**src/rtl/core/backlight_power_estimator_macros.svh**
```systemverilog
// assertion macros for the backlight power estimator
// used by the top level only; no other dependencies
`ifndef BACKLIGHT_POWER_ESTIMATOR_MACROS_SVH
`define BACKLIGHT_POWER_ESTIMATOR_MACROS_SVH

`ifndef SYNTHESIS
// property must hold at every clock edge out of reset
`define BPE_ASSERT(lbl, clk, rst_n, prop) \
  lbl: assert property (@(posedge clk) disable iff (!rst_n) (prop)) \
    else $error("backlight power estimator check failed");
// expression must never be true out of reset
`define BPE_ASSERT_NEVER(lbl, clk, rst_n, expr) \
  lbl: assert property (@(posedge clk) disable iff (!rst_n) !(expr)) \
    else $error("backlight power estimator forbidden condition");
`else
`define BPE_ASSERT(lbl, clk, rst_n, prop)
`define BPE_ASSERT_NEVER(lbl, clk, rst_n, expr)
`endif

`endif

```
**src/rtl/core/bpe_pkg.sv**
```systemverilog
// shared types, constants and lookup tables of the backlight power estimator
// no dependencies
package bpe_pkg;

  localparam int unsigned TABLE_ENTRIES_DEF   = 16;
  localparam int unsigned TABLE_STEP_DEF      = 273;
  localparam int unsigned DRIVER_CHANNELS_DEF = 6;

  localparam int unsigned BRIGHT_W   = 12;
  localparam int unsigned POWER_W    = 24;
  localparam int unsigned CFG_IDX_W  = 2;
  localparam int unsigned CFG_DATA_W = 12;
  localparam int unsigned WORD_W     = 64;
  localparam int unsigned STORED_ENTRIES = 16;
  localparam int unsigned JOB_DEPTH  = 4;

  localparam logic [11:0]       REG_FULL  = 12'd4095;
  localparam logic [63:0]       DENOM_SQ  = 64'd16769025;
  localparam logic [23:0]       POWER_MAX = 24'hFFFFFF;
  localparam logic [13:0]       SCALE_E4  = 14'd10000;
  localparam logic [6:0]        SCALE_E2  = 7'd100;

  // configuration register indexes
  localparam logic [CFG_IDX_W-1:0] REG_BOARD = 2'd0;
  localparam logic [CFG_IDX_W-1:0] REG_PANEL = 2'd1;
  localparam logic [CFG_IDX_W-1:0] REG_SCALE = 2'd2;
  localparam logic [CFG_IDX_W-1:0] REG_IMAX  = 2'd3;

  typedef enum logic [1:0] {
    VENDOR_A = 2'd0,
    VENDOR_B = 2'd1,
    VENDOR_C = 2'd2,
    VENDOR_D = 2'd3
  } vendor_e;

  // one division job handed from the front to the back
  typedef struct packed {
    logic [WORD_W-1:0] num;
    logic [WORD_W-1:0] den;
    logic              low;
    logic              zero;
  } bpe_job_t;

  localparam logic [14:0] VOLT_MV [4][16] = '{
    '{15'd19800, 15'd19800, 15'd19800, 15'd19800, 15'd19900, 15'd20000, 15'd20100, 15'd20200,
      15'd20300, 15'd20400, 15'd20500, 15'd20530, 15'd20530, 15'd20530, 15'd20530, 15'd20530},
    '{15'd19700, 15'd19700, 15'd19700, 15'd19700, 15'd19800, 15'd19900, 15'd20000, 15'd20100,
      15'd20200, 15'd20270, 15'd20300, 15'd20300, 15'd20300, 15'd20300, 15'd20300, 15'd20300},
    '{15'd19670, 15'd19670, 15'd19670, 15'd19670, 15'd19770, 15'd19930, 15'd20030, 15'd20130,
      15'd20200, 15'd20270, 15'd20370, 15'd20370, 15'd20370, 15'd20370, 15'd20370, 15'd20370},
    '{15'd19720, 15'd19720, 15'd19720, 15'd19720, 15'd19820, 15'd19940, 15'd20040, 15'd20140,
      15'd20230, 15'd20310, 15'd20390, 15'd20400, 15'd20400, 15'd20400, 15'd20400, 15'd20400}
  };

  localparam logic [13:0] EFF_E4 [16] = '{
    14'd6680, 14'd7784, 14'd8240, 14'd8484, 14'd8634, 14'd8723, 14'd8807, 14'd8860,
    14'd8889, 14'd8915, 14'd8953, 14'd8983, 14'd9003, 14'd9034, 14'd9049, 14'd9060
  };

  function automatic vendor_e vendor_of(logic [7:0] id);
    vendor_e v;
    case (id)
      8'd2, 8'd5, 8'd6: v = VENDOR_A;
      8'd3:             v = VENDOR_B;
      8'd1, 8'd4:       v = VENDOR_C;
      default:          v = VENDOR_D;
    endcase
    return v;
  endfunction

  function automatic logic [5:0] imax_ma(logic [2:0] idx);
    logic [5:0] v;
    case (idx)
      3'd0: v = 6'd5;
      3'd1: v = 6'd10;
      3'd2: v = 6'd15;
      3'd3: v = 6'd20;
      3'd4: v = 6'd23;
      3'd5: v = 6'd25;
      3'd6: v = 6'd30;
      default: v = 6'd50;
    endcase
    return v;
  endfunction

  function automatic logic [7:0] slope_tenths(vendor_e c);
    logic [7:0] v;
    case (c)
      VENDOR_A: v = 8'd224;
      VENDOR_B: v = 8'd221;
      default:  v = 8'd222;
    endcase
    return v;
  endfunction

  function automatic logic [13:0] icpt_tenths(vendor_e c);
    logic [13:0] v;
    case (c)
      VENDOR_A: v = 14'd12360;
      VENDOR_B: v = 14'd14310;
      VENDOR_C: v = 14'd13190;
      default:  v = 14'd13290;
    endcase
    return v;
  endfunction

  function automatic logic [14:0] volt_mv(vendor_e c, logic [3:0] idx);
    return VOLT_MV[c][idx];
  endfunction

  function automatic logic [13:0] eff_e4(logic [3:0] idx);
    return EFF_E4[idx];
  endfunction

endpackage

```
**src/rtl/core/bpe_fifo.sv**
```systemverilog
// short job queue between the front and the back pipelines
// uses bpe_pkg for the job type
module bpe_fifo import bpe_pkg::*; #(
  parameter int unsigned DEPTH = JOB_DEPTH
) (
  input  logic     clk_i,
  input  logic     rst_ni,
  input  logic     push_valid_i,
  output logic     push_ready_o,
  input  bpe_job_t push_data_i,
  output logic     pop_valid_o,
  input  logic     pop_ready_i,
  output bpe_job_t pop_data_o
);

  localparam int unsigned PW = (DEPTH > 1) ? $clog2(DEPTH) : 1;

  bpe_job_t          mem_q [DEPTH];
  logic [PW-1:0]     wr_q, rd_q;
  logic [PW:0]       cnt_q;
  logic              push, pop;

  assign push_ready_o = (cnt_q != (PW+1)'(DEPTH));
  assign pop_valid_o  = (cnt_q != '0);
  assign push         = push_valid_i && push_ready_o;
  assign pop          = pop_valid_o && pop_ready_i;
  assign pop_data_o   = mem_q[rd_q];

  // pointers and fill count
  always_ff @(posedge clk_i or negedge rst_ni) begin
    if (!rst_ni) begin
      wr_q  <= '0;
      rd_q  <= '0;
      cnt_q <= '0;
    end else begin
      if (push) begin
        wr_q <= (wr_q == PW'(DEPTH - 1)) ? '0 : wr_q + 1'b1;
      end
      if (pop) begin
        rd_q <= (rd_q == PW'(DEPTH - 1)) ? '0 : rd_q + 1'b1;
      end
      if (push && !pop) begin
        cnt_q <= cnt_q + 1'b1;
      end else if (pop && !push) begin
        cnt_q <= cnt_q - 1'b1;
      end
    end
  end

  // storage
  always_ff @(posedge clk_i) begin
    if (push) begin
      mem_q[wr_q] <= push_data_i;
    end
  end

endmodule

```
**config.mk**
```make
export PLATFORM = sky130hd
export DESIGN_NAME = bpe_fifo
export DESIGN_NICKNAME = d
export VERILOG_FILES = /design/src/rtl/core/backlight_power_estimator_macros.svh /design/src/rtl/core/bpe_pkg.sv /design/src/rtl/core/bpe_fifo.sv
export SDC_FILE = /design/constraint.sdc
export NUM_CORES = 1
export LEC_CHECK = 0
export BUFFER_PORTS_ARGS = -buffer_cell sky130_fd_sc_hd__clkbuf_2
export CAP_MARGIN = 25
export CELL_PAD_IN_SITES_DETAIL_PLACEMENT = 0
export CELL_PAD_IN_SITES_GLOBAL_PLACEMENT = 1
export CORE_ASPECT_RATIO = 0.9
export CORE_MARGIN = 2
export CORE_UTILIZATION = 30
export CTS_CLUSTER_DIAMETER = 150
export CTS_CLUSTER_SIZE = 30
export DETAILED_ROUTE_END_ITERATION = 16
export PLACE_DENSITY = 0.56
export SLEW_MARGIN = 20
export SYNTH_ARGS = -nofsm -noshare
export SYNTH_HDL_FRONTEND = slang
export SYNTH_SLANG_ARGS = --single-unit
```
**constraint.sdc**
```tcl
create_clock -name clk_i -period 2.9 [get_ports clk_i]
set_clock_uncertainty 0.1 [all_clocks]
set_input_delay 0.29 -clock clk_i [delete_from_list [all_inputs] [get_ports clk_i]]
set_output_delay 0.29 -clock clk_i [all_outputs]
set_load 0.02 [all_outputs]
```
# Yosys cells after proc, flatten, opt, wreduce, memory -nomap -nowiden
# Memory sizes are Yosys's and may differ from the RTL's.
# Index checks and enable logic that the tools add are counted.
# word_totals
register_bits,7
ramBits,520
in_bits,134
output_inout_bits,132
mem_count,1
# op_classes
add_sub_neg,4
eq_ne,3
mux,6
n_reduce_logical,8
# memory_table
name,depth,word_bits,rd,rd_clocked_by_memory_dff,wr,line,rtl
mem_q,4,130,1,0,1,bpe_fifo.sv:18,bpe_job_t mem_q [DEPTH];
# op_table
cell,n
2-to-1 mux 3 bit,2
adder 2 x 1 -> 2 bit (second input constant),2
equality test 2 bit (second input constant),2
logical AND 1 bit,4
2-to-1 mux 2 bit,2
adder 3 x 1 -> 3 bit (second input constant),1
inequality test 3 bit (second input constant),1
nonzero test 3 bit,1
subtractor 3 x 1 -> 3 bit (second input constant),1
logical NOT 1 bit,2
2-to-1 mux 1 bit,2
nonzero test 2 bit,1

# Depth between registers and ports, before layout
# logic_depth
depth_word,6
ltp_mapped,8
depth_no_buf,8

# Worst setup path before layout
# Ideal clock, no wire load.
# synth_timing
kind,reg2reg
start,reg cnt_q[2]
end,"mem mem_q[0][0] (netlist bit), enable pin"
setup_time_ns,0.432
arrival_ns,2.318
required_ns,2.368
slack_ns,0.051
path_stages_with_launch,3
path_buffers,0
path_cell_list,dfrtp_1 -> or3b_4 -> and3_2
# synth_between
elab_chain_len,4
# synth_lines
element,line,rtl
from (decl),bpe_fifo.sv:20,logic [PW:0] cnt_q;
from (signal assigned),bpe_fifo.sv:43,cnt_q <= cnt_q + 1'b1;
from (signal assigned),bpe_fifo.sv:45,cnt_q <= cnt_q - 1'b1;
inequality test 3 bit,bpe_fifo.sv:23,assign push_ready_o = (cnt_q != (PW+1)'(DEPTH));
via push_ready_o,bpe_fifo.sv:9,"output logic push_ready_o,"
logical AND 1 bit,bpe_fifo.sv:25,assign push = push_valid_i && push_ready_o;
2-to-1 mux 1 bit,bpe_fifo.sv:52,if (push) begin
2-to-1 mux 1 bit (not written as such),bpe_fifo.sv:53,mem_q[wr_q] <= push_data_i;
to (decl),bpe_fifo.sv:18,
# The timed path passes the listed nets, and every way through them passes these cells.

==> run metrics <==
busiest layer in global routing met2; area grow syn2layout 24.2%; Worst Path Required around 2.5 ns; routed vias 8890; multi-input logic area approximately 3200 sq um; Initial Utilization a little under a third; share of cells above drive strength 1 40.7%; Slew @ Worst Pin around 0.64 ns; Routed Antenna Nets 0; Switch Pwr 7.49 mW; Pint around 15 mW; status finished clean; # DRC 0; f_max about 380 MHz; via density per instance about 4.4; total gr overflow 0; later-pin clock latency in the skew report roughly 0.56 ns; Mapped Area 19200 sq um; CP Launch Type register; Synth cell types 19; IO buf count approximately 270; Seq cells post-synth ~530; Post-DP HPWL around 25 mm; sw frac 33.5%; LEAKAGE 7.99 nW; Die Area 66000 sq um; DRT Wirelength between 40 and 50 mm; Overall Global Routing Usage between 10 and 15%; Compound-Gate Fraction of Synth Area 0%; met2 usage 19.8%; total CTS buffers 21; unrepaired setup endpoints after global routing false; vias in the first global route 9694; Mapped Nets 857; row cnt 87; sequential share of power ~46%; Critical Path AT 2.24 ns; DR WL/cell between 20 and 25 um; final hold violation count 0; Final Instance Area approximately 24000 sq um; Simple-Gate Fraction of Synth Area 0.378%; Hold WC Path Type in2reg; GR Layer Usage met3 under 10%; Filler cells about 5800; Max VDD drop 0.000515 V; Post-Synth Adder-Cell Area 0.496%; post-synthesis sequential area ratio between 80 and 90%; NumNets Final around 1300; first drt pass iteration count 6; CP Class reg2out; xor-xnor portion of the synthesized cell area less than 1%; GP Congestion 0.679; fin util 37.9%; Cell Area, Placed ~22000 sq um; Setup TNS Final 0 ns; fin crit period around 2.6 ns; largest family of logic cells by synthesized area multiplexers; CTS sink count between 500 and 600; Worst-path clk slew about 0.11 ns; Worst slew margin around 57%; routing usage on met1 16.8%; Core Footprint 62900 sq um; die span in x roughly 270 um; Crit. End Element output pin; FF+latch area approximately 16000 sq um; CTS Buffer Depth 3; final setup violation count 0; synthesized instance count just over 700; largest net degree at the start of global routing 61; Max Cap Viol 0; number of DRC markers in iteration 0 slightly below 600; Die Ht between 200 and 250 um; pwr/cell area roughly 940 nW/um^2; PostCTS Resize Cnt 0; clock group share of total power between 10% and 20%; root buffer cell clkbuf_16; fin. max-slew vios 0; Syn Area/Cell approximately 27 sq um; crit path max fanout 5; first-pass GRT wire length 61.2 mm; CTS tree built; initial antenna violation count 5; I/O pin count approximately 270; Comb power frac 37.9%; H-tree depth 1; yosys warns 0; mux cell area share after synthesis between 10% and 20%; final period utilization 90.8%
## worst paths after layout
check	start	to	cells past startpoint	slack, ns
worst max-delay path	rd_q[0]$_DFFE_PN0P_	pop_data_o[104]	5	0.27
worst min-delay path	push_valid_i	wr_q[0]$_DFFE_PN0P_	3	0.11
worst max register to register	cnt_q[1]$_DFFE_PN0P_	cnt_q[2]$_DFFE_PN0P_	8	0.59
worst min register to register	cnt_q[2]$_DFFE_PN0P_	cnt_q[2]$_DFFE_PN0P_	1	0.39
max in group asynchronous	rst_ni	rd_q[1]$_DFFE_PN0P_	3	1.82
min in group asynchronous	rst_ni	cnt_q[0]$_DFFE_PN0P_	3	0.61
## cell usage in the layout (no fill, tap or decap), types with 2 or more instances in the layout
master / synthesis / routed
ha_1: 6 / 6
dfrtp_4: 0 / 2
inv_1: 3 / 3
nor2_1: 3 / 3
edfxtp_1: 520 / 520
mux2_4: 2 / 2
buf_4: 0 / 17
dfrtp_1: 7 / 5
dlygate4sd3_1: 0 / 133
clkbuf_16: 0 / 21
xor2_1: 2 / 2
mux2_2: 3 / 3
clkbuf_2: 0 / 265
mux4_2: 130 / 130
and3_4: 0 / 4
clkbuf_1: 5 / 8
diode_2: 0 / 6
buf_12: 0 / 20
## repair_timing
action | CTS | global route
hold buffers | 133 | 0
hold endpoints to repair | 529 | 0
endpoints found under the setup margin | 0 | 13
setup buffers | 0 | 2
## state kept, by name (all words and copies together) (netlist names)
name   cells
wr_q       2
rd_q       2
mem_q    520
cnt_q      3
## metal layers
layer	wire (um)	vias to the layer above	share of wire [%]
met3	2340	26	5.8
met1	17800	4748	44
li1	-	3929	-
met5	13	-	0.032
met2	19400	185	48
met4	527	2	1.3
## cell usage after synthesis
library cell  count  area share, %
and2_4            1          0.046
and3_2            4           0.16
buf_2            16           0.42
buf_6             9           0.53
clkbuf_1          5          0.098
dfrtp_1           7           0.91
edfxtp_1        520             81
fa_1              1           0.10
ha_1              6           0.39
inv_1             3          0.059
mux2_2            3           0.18
mux2_4            2           0.16
mux4_2          130             15
nand2_1           1          0.020
nor2_1            3          0.059
or3_2             1          0.039
or3b_4            1          0.059
xnor2_1           1          0.046
xor2_1            2          0.091
## worst max-delay path: stages (launching register included)
cell	delay [ns]
dfrtp_4	0.46
buf_4	0.17
buf_4	0.17
buf_4	0.18
mux4_2	0.52
clkbuf_2	0.18
## cells by family (layout without fill, tap and decap cells)
| group | after synthesis | after routing |
|---|---|---|
| other | 0 | 6 |
| adders and majority gates | 7 | 7 |
| muxes | 135 | 135 |
| DFF | 527 | 527 |
| buffers and inverters | 33 | 468 |
| xor gates and xnor gates | 3 | 3 |
| and+or+nand+nor | 11 | 11 |
## power by group through the flow
| stage | clock [mW] | sequential [mW] | combinational [mW] |
|---|---|---|---|
| after floorplan | 0 | 10.5 | 5.48 |
| after global placement | 0 | 10.5 | 8.56 |
| after detailed placement | 0 | 10.6 | 8.55 |
| after CTS | 3.75 | 10.4 | 8.73 |
| after global routing | 3.97 | 10.5 | 9.12 |
| final | 3.56 | 10.3 | 8.47 |
## layout make-up
cell class                 count  share of cell area, %
antenna                        6                 0.0630
clock buffer                  29                   2.33
clock inverter                 1                 0.0682
inverter                       3                 0.0472
multi-input combinational    156                   13.4
sequential                   527                   66.3
tap                          845                   4.43
timing repair buffer         435                   13.4
## through the flow
step	total power [mW]	worst slack (ns)	cells	hold WS (ns)
finish	22.3	0.266	2002	0.113
CTS	22.9	0.0320	1994	0.0715
floorplan	16.0	0.0506	716	-0.106
global placement	19.1	0.609	1831	0.0474
detailed placement	19.1	0.602	1831	0.0427
global route	23.6	0.140	1998	0.0935
(Power assumes the default switching activity.)
